<file path="config.mk">
export PLATFORM = sky130hd
export DESIGN_NAME = sha1_hash_engine_core
export DESIGN_NICKNAME = d
export VERILOG_FILES = /design/src/rtl/sha1_pkg.sv /design/src/rtl/sha1_hash_engine_core.sv /design/src/rtl/sha1_ctrl.sv /design/src/rtl/sha1_dp.sv
export SDC_FILE = /design/constraint.sdc
export NUM_CORES = 2
export LEC_CHECK = 0
export BUFFER_PORTS_ARGS = -buffer_cell sky130_fd_sc_hd__buf_2
export CAP_MARGIN = 0
export CORE_MARGIN = 2
export CORE_UTILIZATION = 25
export CTS_BUF_LIST = sky130_fd_sc_hd__clkbuf_4 sky130_fd_sc_hd__clkbuf_8
export DETAILED_ROUTE_END_ITERATION = 7
export GPL_ROUTABILITY_DRIVEN = 0
export HOLD_SLACK_MARGIN = 0.15
export SLEW_MARGIN = 20
export SYNTH_ARGS = -nofsm -noshare
export SYNTH_HDL_FRONTEND = slang
export SYNTH_SLANG_ARGS = --single-unit
</file>
<file path="constraint.sdc">
create_clock -name aclk -period 30.7 [get_ports aclk]
set_clock_uncertainty 0.05 [all_clocks]
set_input_delay 3.07 -clock aclk [delete_from_list [all_inputs] [get_ports aclk]]
set_output_delay 3.07 -clock aclk [all_outputs]
set_load 0.01 [all_outputs]
</file>
<file path="src/rtl/sha1_pkg.sv">
// Shared types, constants and a helper function of the SHA-1 engine.
package sha1_pkg;

    localparam int unsigned NUM_H = 5;
    localparam int unsigned NUM_W = 16;

    localparam logic [31:0] H_INIT [NUM_H] = '{
        32'h6745_2301, 32'hEFCD_AB89, 32'h98BA_DCFE, 32'h1032_5476, 32'hC3D2_E1F0
    };

    localparam logic [31:0] K_ROUND [4] = '{
        32'h5A82_7999, 32'h6ED9_EBA1, 32'h8F1B_BCDC, 32'hCA62_C1D6
    };

    localparam logic [31:0] MARK_WORD = 32'h8000_0000;
    localparam logic [2:0]  FULL_BYTES = 3'd4;

    typedef enum logic [2:0] {
        PUSH_IN,
        PUSH_MARK,
        PUSH_ZERO,
        PUSH_LEN_HI,
        PUSH_LEN_LO
    } push_sel_t;

    typedef struct packed {
        logic      push;
        push_sel_t push_sel;
        logic [2:0] nb;
        logic      len_add;
        logic      init;
        logic      round;
        logic [1:0] grp;
        logic      fold;
        logic      finish;
    } dp_cmd_t;

    // Keep the valid leading bytes and, when fewer than four, append the 0x80 marker after them.
    function automatic logic [31:0] pad_word(input logic [31:0] word, input logic [2:0] nb);
        logic [31:0] res;
        unique case (nb)
            3'd0:    res = MARK_WORD;
            3'd1:    res = {word[31:24], 24'h80_0000};
            3'd2:    res = {word[31:16], 16'h8000};
            3'd3:    res = {word[31:8], 8'h80};
            default: res = word;
        endcase
        return res;
    endfunction

endpackage

</file>
<file path="src/rtl/sha1_hash_engine_core.sv">
// SHA-1 engine: message words in, a five-word digest out per message.
// Each message word is taken while the engine is idle. A full 16-word block then
// runs through one round unit, one round per cycle: the working registers are
// loaded, 80 rounds run and the result is added into the chaining value.
// After the last word the sequencer pushes the marker (unless the last word
// already holds it), zero padding and the 64-bit bit length one word per cycle,
// with one or two more compressions, and the digest is copied to the output
// registers in the done state once any earlier digest has been taken. The
// next message can start while the digest still waits to be taken.
module sha1_hash_engine_core
    import sha1_pkg::*;
(
    input  logic        aclk,
    input  logic        aresetn,
    input  logic        s_valid,
    output logic        s_ready,
    input  logic [31:0] s_message_word,
    input  logic [2:0]  s_valid_bytes,
    input  logic        s_final_word,
    output logic        m_valid,
    input  logic        m_ready,
    output logic [31:0] m_digest_word_0,
    output logic [31:0] m_digest_word_1,
    output logic [31:0] m_digest_word_2,
    output logic [31:0] m_digest_word_3,
    output logic [31:0] m_digest_word_4
);

    dp_cmd_t     cmd;
    logic [31:0] digest [NUM_H];

    sha1_ctrl u_ctrl (
        .aclk          (aclk),
        .aresetn       (aresetn),
        .s_valid       (s_valid),
        .s_ready       (s_ready),
        .s_valid_bytes (s_valid_bytes),
        .s_final_word  (s_final_word),
        .m_valid       (m_valid),
        .m_ready       (m_ready),
        .cmd           (cmd)
    );

    sha1_dp u_dp (
        .aclk           (aclk),
        .aresetn        (aresetn),
        .cmd            (cmd),
        .s_message_word (s_message_word),
        .digest         (digest)
    );

    assign m_digest_word_0 = digest[0];
    assign m_digest_word_1 = digest[1];
    assign m_digest_word_2 = digest[2];
    assign m_digest_word_3 = digest[3];
    assign m_digest_word_4 = digest[4];

endmodule

</file>
<file path="src/rtl/sha1_ctrl.sv">
// Sequencer of the SHA-1 engine: word loading, padding, rounds and result handoff.
module sha1_ctrl
    import sha1_pkg::*;
(
    input  logic       aclk,
    input  logic       aresetn,
    input  logic       s_valid,
    output logic       s_ready,
    input  logic [2:0] s_valid_bytes,
    input  logic       s_final_word,
    output logic       m_valid,
    input  logic       m_ready,
    output dp_cmd_t    cmd
);

    typedef enum logic [2:0] {
        S_IDLE,
        S_PAD,
        S_LEN_LO,
        S_INIT,
        S_ROUND,
        S_FOLD,
        S_DONE
    } state_t;

    state_t     state_reg, state_next;
    state_t     ret_reg, ret_next;
    logic [3:0] fill_reg, fill_next;
    logic [6:0] round_reg, round_next;
    logic       mark_reg, mark_next;
    logic       m_valid_reg, m_valid_next;
    logic [2:0] nb_sat;

    assign nb_sat  = (s_valid_bytes > FULL_BYTES) ? FULL_BYTES : s_valid_bytes;
    assign s_ready = (state_reg == S_IDLE);
    assign m_valid = m_valid_reg;

    always_comb begin
        state_next   = state_reg;
        ret_next     = ret_reg;
        fill_next    = fill_reg;
        round_next   = round_reg;
        mark_next    = mark_reg;
        m_valid_next = m_valid_reg && !m_ready;
        cmd          = '0;
        cmd.push_sel = PUSH_ZERO;
        unique case (state_reg)
            S_IDLE: begin
                if (s_valid) begin
                    cmd.push     = 1'b1;
                    cmd.push_sel = PUSH_IN;
                    cmd.len_add  = 1'b1;
                    cmd.nb       = s_final_word ? nb_sat : FULL_BYTES;
                    fill_next    = fill_reg + 4'd1;
                    if (s_final_word) begin
                        mark_next = (nb_sat == FULL_BYTES);
                        ret_next  = S_PAD;
                        state_next = (fill_reg == 4'd15) ? S_INIT : S_PAD;
                    end else if (fill_reg == 4'd15) begin
                        ret_next   = S_IDLE;
                        state_next = S_INIT;
                    end
                end
            end
            S_PAD: begin
                cmd.push  = 1'b1;
                fill_next = fill_reg + 4'd1;
                if (mark_reg) begin
                    cmd.push_sel = PUSH_MARK;
                    mark_next    = 1'b0;
                    if (fill_reg == 4'd15) begin
                        ret_next   = S_PAD;
                        state_next = S_INIT;
                    end
                end else if (fill_reg == 4'd14) begin
                    cmd.push_sel = PUSH_LEN_HI;
                    state_next   = S_LEN_LO;
                end else begin
                    cmd.push_sel = PUSH_ZERO;
                    if (fill_reg == 4'd15) begin
                        ret_next   = S_PAD;
                        state_next = S_INIT;
                    end
                end
            end
            S_LEN_LO: begin
                cmd.push     = 1'b1;
                cmd.push_sel = PUSH_LEN_LO;
                fill_next    = fill_reg + 4'd1;
                ret_next     = S_DONE;
                state_next   = S_INIT;
            end
            S_INIT: begin
                cmd.init   = 1'b1;
                round_next = '0;
                state_next = S_ROUND;
            end
            S_ROUND: begin
                cmd.round = 1'b1;
                if (round_reg < 7'd20) begin
                    cmd.grp = 2'd0;
                end else if (round_reg < 7'd40) begin
                    cmd.grp = 2'd1;
                end else if (round_reg < 7'd60) begin
                    cmd.grp = 2'd2;
                end else begin
                    cmd.grp = 2'd3;
                end
                round_next = round_reg + 7'd1;
                if (round_reg == 7'd79) begin
                    state_next = S_FOLD;
                end
            end
            S_FOLD: begin
                cmd.fold   = 1'b1;
                state_next = ret_reg;
            end
            S_DONE: begin
                if (!m_valid_reg || m_ready) begin
                    cmd.finish   = 1'b1;
                    m_valid_next = 1'b1;
                    state_next   = S_IDLE;
                end
            end
            default: begin
                state_next = S_IDLE;
            end
        endcase
    end

    always_ff @(posedge aclk) begin
        if (!aresetn) begin
            state_reg   <= S_IDLE;
            ret_reg     <= S_IDLE;
            fill_reg    <= '0;
            round_reg   <= '0;
            mark_reg    <= 1'b0;
            m_valid_reg <= 1'b0;
        end else begin
            state_reg   <= state_next;
            ret_reg     <= ret_next;
            fill_reg    <= fill_next;
            round_reg   <= round_next;
            mark_reg    <= mark_next;
            m_valid_reg <= m_valid_next;
        end
    end

endmodule

</file>
<file path="src/rtl/sha1_dp.sv">
// Datapath of the SHA-1 engine: schedule window, round registers, chaining value, length.
module sha1_dp
    import sha1_pkg::*;
(
    input  logic        aclk,
    input  logic        aresetn,
    input  dp_cmd_t     cmd,
    input  logic [31:0] s_message_word,
    output logic [31:0] digest [NUM_H]
);

    logic [31:0] w_reg  [NUM_W];
    logic [31:0] cv_reg [NUM_H];
    logic [31:0] dig_reg [NUM_H];
    logic [31:0] a_reg, b_reg, c_reg, d_reg, e_reg;
    logic [63:0] len_reg;

    logic [31:0] push_word;
    logic [31:0] sched_x, sched_new;
    logic [31:0] f_val, t_val;

    always_comb begin
        case (cmd.push_sel)
            PUSH_IN:     push_word = pad_word(s_message_word, cmd.nb);
            PUSH_MARK:   push_word = MARK_WORD;
            PUSH_LEN_HI: push_word = len_reg[63:32];
            PUSH_LEN_LO: push_word = len_reg[31:0];
            default:     push_word = '0;
        endcase
    end

    assign sched_x   = w_reg[13] ^ w_reg[8] ^ w_reg[2] ^ w_reg[0];
    assign sched_new = {sched_x[30:0], sched_x[31]};

    always_comb begin
        case (cmd.grp)
            2'd0:    f_val = (b_reg & c_reg) | (~b_reg & d_reg);
            2'd2:    f_val = (b_reg & c_reg) | (b_reg & d_reg) | (c_reg & d_reg);
            default: f_val = b_reg ^ c_reg ^ d_reg;
        endcase
    end

    assign t_val = {a_reg[26:0], a_reg[31:27]} + f_val + e_reg + K_ROUND[cmd.grp] + w_reg[0];

    always_ff @(posedge aclk) begin
        if (cmd.push || cmd.round) begin
            for (int i = 0; i < NUM_W - 1; i++) begin
                w_reg[i] <= w_reg[i + 1];
            end
            w_reg[NUM_W - 1] <= cmd.push ? push_word : sched_new;
        end
        if (cmd.init) begin
            a_reg <= cv_reg[0];
            b_reg <= cv_reg[1];
            c_reg <= cv_reg[2];
            d_reg <= cv_reg[3];
            e_reg <= cv_reg[4];
        end else if (cmd.round) begin
            a_reg <= t_val;
            b_reg <= a_reg;
            c_reg <= {b_reg[1:0], b_reg[31:2]};
            d_reg <= c_reg;
            e_reg <= d_reg;
        end
        if (cmd.finish) begin
            for (int i = 0; i < NUM_H; i++) begin
                dig_reg[i] <= cv_reg[i];
            end
        end
    end

    always_ff @(posedge aclk) begin
        if (!aresetn) begin
            for (int i = 0; i < NUM_H; i++) begin
                cv_reg[i] <= H_INIT[i];
            end
            len_reg <= '0;
        end else begin
            if (cmd.fold) begin
                cv_reg[0] <= cv_reg[0] + a_reg;
                cv_reg[1] <= cv_reg[1] + b_reg;
                cv_reg[2] <= cv_reg[2] + c_reg;
                cv_reg[3] <= cv_reg[3] + d_reg;
                cv_reg[4] <= cv_reg[4] + e_reg;
            end else if (cmd.finish) begin
                for (int i = 0; i < NUM_H; i++) begin
                    cv_reg[i] <= H_INIT[i];
                end
            end
            if (cmd.finish) begin
                len_reg <= '0;
            end else if (cmd.len_add) begin
                len_reg <= len_reg + {58'd0, cmd.nb, 3'd0};
            end
        end
    end

    assign digest = dig_reg;

endmodule

</file>
After elaboration in Yosys (flattened, before gate mapping)
Memory sizes are Yosys's and may differ from the RTL's. Index checks and enable logic that the tools add are counted.

Bitwise operators: 25. Add/subtract/negate cells: 12. Mux-type cells: 76. Reduce and logical (&&, ||, !) cells: 20. $lt $le $gt $ge: 5. Equal/unequal tests: 23.

Operator list (number): $mux W32 (23); $add A32 B32 Y32 (9); $pmux W32 S4 (2); $xor A32 B32 Y32 (5); $and A32 B32 Y32 (4); $or A32 B32 Y32 (3); $add A64 B6 Y64 (1); $bmux W32 S2 (1); $pmux W32 S2 (1); $mux W3 (17); $not A32 Y32 (1); $pmux W3 S7 (1); $mux W1 (20); $eq A3 B2 Y1 const B (5); $eq A3 B3 Y1 const B (5); $lt A7 B6 Y1 const B (2); $pmux W7 S2 (1); $pmux W4 S3 (1); $or A1 B1 Y1 (10); $eq A3 B1 Y1 const B (3); $logic_not A3 Y1 (3); $pmux W3 S3 (1); $eq A4 B4 Y1 const B (2); $mux W4 (2); other kinds (27) (38).

Input port bits: 40. Logic and storage cells: 180. Register bits: 403. Memories: 2. Memory bits (writable): 672.

Memories: u_dp.w_reg (depth 16, width 32, rd ports 16, clocked after memory_dff 0, wr ports 16, line sha1_dp.sv:12) `logic [31:0] w_reg [NUM_W];`; u_dp.cv_reg (depth 5, width 32, rd ports 5, clocked after memory_dff 0, wr ports 5, line sha1_dp.sv:13) `logic [31:0] cv_reg [NUM_H];`.

Logic depth before layout (Yosys ltp)
Word-level depth: 13. Gate-level depth with buffers: 29.

Hierarchy
Synthesis repeated with hierarchy kept, for this count alone.

Cell total of the unflattened synthesis: 3939. Area, all modules: 50618.5 µm².

Modules (own cells, without submodules): sha1_dp (times used 1, area each 49500.0 µm², cells each 3795); sha1_ctrl (times used 1, area each 1118.6 µm², cells each 144).

Worst setup path after synthesis
No wires, ideal clock.

Path type: in2reg. From: in s_valid. To: mem u_dp.w_reg[0][0], enable pin. Setup slack: 14.627 ns. Stages: 3. Data arrival time: 12.365 ns. Cell sequence: o31ai_1 > clkbuf_1 > nand2_1.

RTL lines: start: declaration (line sha1_hash_engine_core.sv:15) `input logic s_valid,`; end: declaration (line sha1_dp.sv:12).

Final worst setup path
From: reg u_ctrl.state_reg[0]. To: reg u_dp.a_reg[30] (data pin).

Longest elaborated chain between the ends: 10.

RTL lines: start: declaration (line sha1_ctrl.sv:26) `state_t state_reg, state_next;`; start signal: assignment (line sha1_ctrl.sv:140) `state_reg <= state_next;`; $eq A3 B3 Y1 (line sha1_ctrl.sv:47) `unique case (state_reg)`; $mux W3 (line sha1_ctrl.sv:47); $eq A2 B2 Y1 (tied with other cells) (line sha1_dp.sv:36) `case (cmd.grp)`; $pmux W32 S2 or $bmux W32 S2 (tied branches) (line sha1_dp.sv:36, sha1_dp.sv:43); $add A32 B32 Y32 or $mux W32 (tied branches) (2 in series) (line sha1_dp.sv:43) `assign t_val = {a_reg[26:0], a_reg[31:27]} + f_val + e_reg + K_ROUND[cmd.grp] + w_reg[0];`; $add A32 B32 Y32 (2 in series) (line sha1_dp.sv:43); $mux W32 (line sha1_dp.sv:58) `end else if (cmd.round) begin`; $mux W32 (*) (line sha1_dp.sv:52) `if (cmd.init) begin`; end signal: assignment (line sha1_dp.sv:53) `a_reg <= cv_reg[0];`; end signal: assignment (line sha1_dp.sv:59) `a_reg <= t_val;`; end: declaration (line sha1_dp.sv:15) `logic [31:0] a_reg, b_reg, c_reg, d_reg, e_reg;`.

Every way passes the cells marked *; elsewhere a longest branch is shown, timed or not. The select of a mux whose other input is x is not followed. A chain may end at the register's enable or synchronous reset.

==> results.cfg <==
[power]
p_sw_w = 0.000758
powerDensity_nw_per_um2 = 54.7
pwr-share-seq_pct = 54.5
pwr-share-comb_pct = 5.8
ir_worst_vdd_mv = 0.0383
switching_share_pct = 23.9
power.share.clock_pct = 39.6
leakage_nw = 21.8
p_int_w = 0.00242

[global_route]
grt_start_max_net_pins = 98
antenna_found_initial = 5
overflow = 0
grt_use_total_pct = 12.6
grt_pass1_vias = 30700
grt_pass1_wl_um = 194000

[route]
remaining_drc_errors = 0
wire_per_inst_um = 18.6
highest_layer = met5
antenna_left = 0
drt_wl_total_um = 131000
met2WireLength_um = 60100
vias = 31400
wl_met1_um = 59700
vias_per_cell = 4.47
drt_iter0_markers = 2901
first_pass_iters = 5
dr_wl_met3_um = 8290

[logic_synthesis]
synth_warnings = 0
synth_compound_area_share_pct = 9.13
ys_seq_elements = 1071
synth_nets = 4285
synth_enable_flop_cells = 992
ys_seq_area_share_pct = 62.4
yosys.area_share.simple_pct = 9.80
synth_xor_area_share_pct = 5.20
synth_cell_types = 84
synthFlopType = edfxtp_1
synth_top_family_by_area = adder cells
synth_fa_ha_area_share_pct = 10.1
syn_inst = 3916
synth_mux_area_share_pct = 0.735
synth_area_um2 = 50200
synthArstFlopShare_pct = 0
syn_avg_cell_area_um2 = 12.8

[clock_tree]
htreeDepth = 4
numCtsBuffers = 175
clockBufferDepth = 3
hold_buffers = 0
cts.repair.resized = 0
cts_sinks = 1071
clk_pin_slew_worst_paths_ns = 0.07
cts_tree = done
root_buffer = clkbuf_8
post_cts_buffers = 0
clock_latency_ns = 0.92

[floorplan]
coreArea_um2 = 200000
ios = 202
fp-row-count = 164
die_w_um = 452
dieHeight_um = 452
start_util_pct = 25.2
die_area_um2 = 205000

[sta]
fin_tns_setup_ns = 0
fin_crit_ns = 8.19
hold_viol_final = 0
max_slew_margin_pct = 35.0
setup_viol = 0
tightest_slew_ns = 0.963
drv_slew = 0
fin_crit_sh_pct = 26.7
max_freq_mhz = 122
rsz0062_at_grt = no

[layout]
largest_register_ff_count = 512
fill_cells = 20100
area_growth_pct = 15.6
fin_nets = 4598
layout-drive-gt1-share_pct = 13.2
register_area_um2 = 31400
instances_no_fill = 7033
multi_input_area_um2 = 17600

[status]
outcome = finished clean

[setup_path]
cp-end-kind = register
start_kind = register
cp_max_fo = 34
worstPathArrival_ns = 8.76
path_class = register to register
required_ns = 31.27

[worst_hold_path]
hold_class = register to register

[placement]
place_hpwl_um = 94600
io_buffers = 201
place_inst = 6707

[job]
maxCapViolCount = 0
layer usage:
metal | up-vias | track usage, %
li1 | 14700 | -
met1 | 15500 | 17.4
met2 | 1001 | 19.8
met3 | 161 | 2.40
met4 | 4 | 3.88
met5 | - | 0
layout make-up:
type / count / area share, %
Inverter: 251 / 1.63
Timing Repair Buffer: 231 / 2.17
Antenna cell: 2 / 0.00862
Sequential cell: 1071 / 54.0
Clock inverter: 92 / 1.20
Tap cell: 2656 / 5.72
Multi-Input combinational cell: 2499 / 30.4
Clock buffer: 231 / 4.87
logic make-up (layout without fill, tap and decap cells):
logic type               count (synthesis)  count (layout)
AO/OA/AOI/OAI                          707             707
XOR/XNOR                               298             298
adder cells (fa/ha/maj)                329             329
buffers and inverters                  346             805
flip-flops                            1071            1071
multiplexers                            33              33
other                                    0               2
AND/OR/NAND/NOR                       1132            1132
placed cells by master, fill, tap and decap left out, types with 23 or more instances in the layout:
cell      synthesis  routed
a211oi_1         24      24
a21o_1           85      85
a21oi_1         188     188
a22oi_1          67      67
and3_1           32      32
buf_2             1     201
buf_4             1      26
clkbuf_4          0      56
clkbuf_8          0     175
clkinv_1          0      49
dfxtp_1          79      79
edfxtp_1        992     992
fa_1            126     126
ha_1            203     203
inv_1           250     249
mux2_2           31      31
nand2_1         625     623
nand2b_1         38      38
nand3_1          56      55
nand4_1          23      23
nor2_1          212     209
nor2b_1          43      43
nor3_1           37      35
o21ai_0         155     154
or3_1            24      24
xnor2_1         158     158
xor2_1          140     140
per-stage QoR:
step	util (%)	hold WS (ns)	area, um^2	worst slack (ns)	total power [W]
2_1_floorplan	-	0.350	50200	14.63	0.00190
3_3_place_gp	27.3	0.350	54500	22.64	0.00194
3_5_place_dp	27.3	0.355	54500	22.44	0.00195
4_1_cts	29.1	0.337	58000	22.36	0.00322
5_1_grt	29.1	0.351	58100	21.95	0.00331
6_report	29.1	0.337	58100	22.51	0.00318
power by group through the flow:
stage	clock (W)	combinational (W)	sequential (W)
5_1_grt	0.00136	0.000205	0.00174
6_report	0.00126	0.000185	0.00173
4_1_cts	0.00130	0.000186	0.00173
2_1_floorplan	0	0.000129	0.00177
3_5_place_dp	0	0.000184	0.00176
3_3_place_gp	0	0.000182	0.00176
final timing paths:
path                                         start                           to  slack (ns)  cells past startpoint
setup / recovery  u_ctrl.state_reg[0]$_SDFFE_PN0P_     u_dp.a_reg[30]$_DFFE_PP_       22.51                     27
hold / removal        u_dp.w_reg[0][103]$_DFFE_PP_  u_dp.w_reg[0][71]$_DFFE_PP_        0.34                      0
setup reg to reg  u_ctrl.state_reg[0]$_SDFFE_PN0P_     u_dp.a_reg[30]$_DFFE_PP_       22.51                     27
hold reg to reg       u_dp.w_reg[0][103]$_DFFE_PP_  u_dp.w_reg[0][71]$_DFFE_PP_        0.34                      0
synthesized netlist by cell type, types with 31 or more instances:
library cell / number / area share [%]
a21o_1: 85 / 1.3
a21oi_1: 188 / 1.9
a22oi_1: 67 / 1.0
and3_1: 32 / 0.40
clkbuf_1: 84 / 0.63
dfxtp_1: 79 / 3.1
edfxtp_1: 992 / 59
fa_1: 126 / 5.0
ha_1: 203 / 5.1
inv_1: 250 / 1.9
mux2_2: 31 / 0.69
nand2_1: 625 / 4.7
nand2b_1: 38 / 0.47
nand3_1: 56 / 0.56
nor2_1: 212 / 1.6
nor2b_1: 43 / 0.54
nor3_1: 37 / 0.37
o21ai_0: 155 / 1.5
xnor2_1: 158 / 2.8
xor2_1: 140 / 2.4
critical path, stage by stage, from the launching register on:
cell and delay, ns:
dfxtp_1 0.79, nor3_1 0.11, buf_4 0.19, o21ai_1 0.41, inv_1 0.42, ha_1 0.32, buf_4 0.25, nor2_2 0.34
buf_4 0.39, a22o_1 0.19, a21oi_1 0.05, fa_1 0.51, inv_1 0.06, fa_1 0.51, inv_1 0.06, fa_1 0.51
inv_1 0.04, ha_1 0.35, a21oi_1 0.20, o211ai_1 0.15, a211oi_1 0.41, a31oi_1 0.25, a221o_1 0.38, a31oi_1 0.34
o21ai_0 0.16, a21oi_1 0.19, xor2_1 0.16, o21ai_0 0.09
Note: power is estimated with default switching activity, not from simulation.
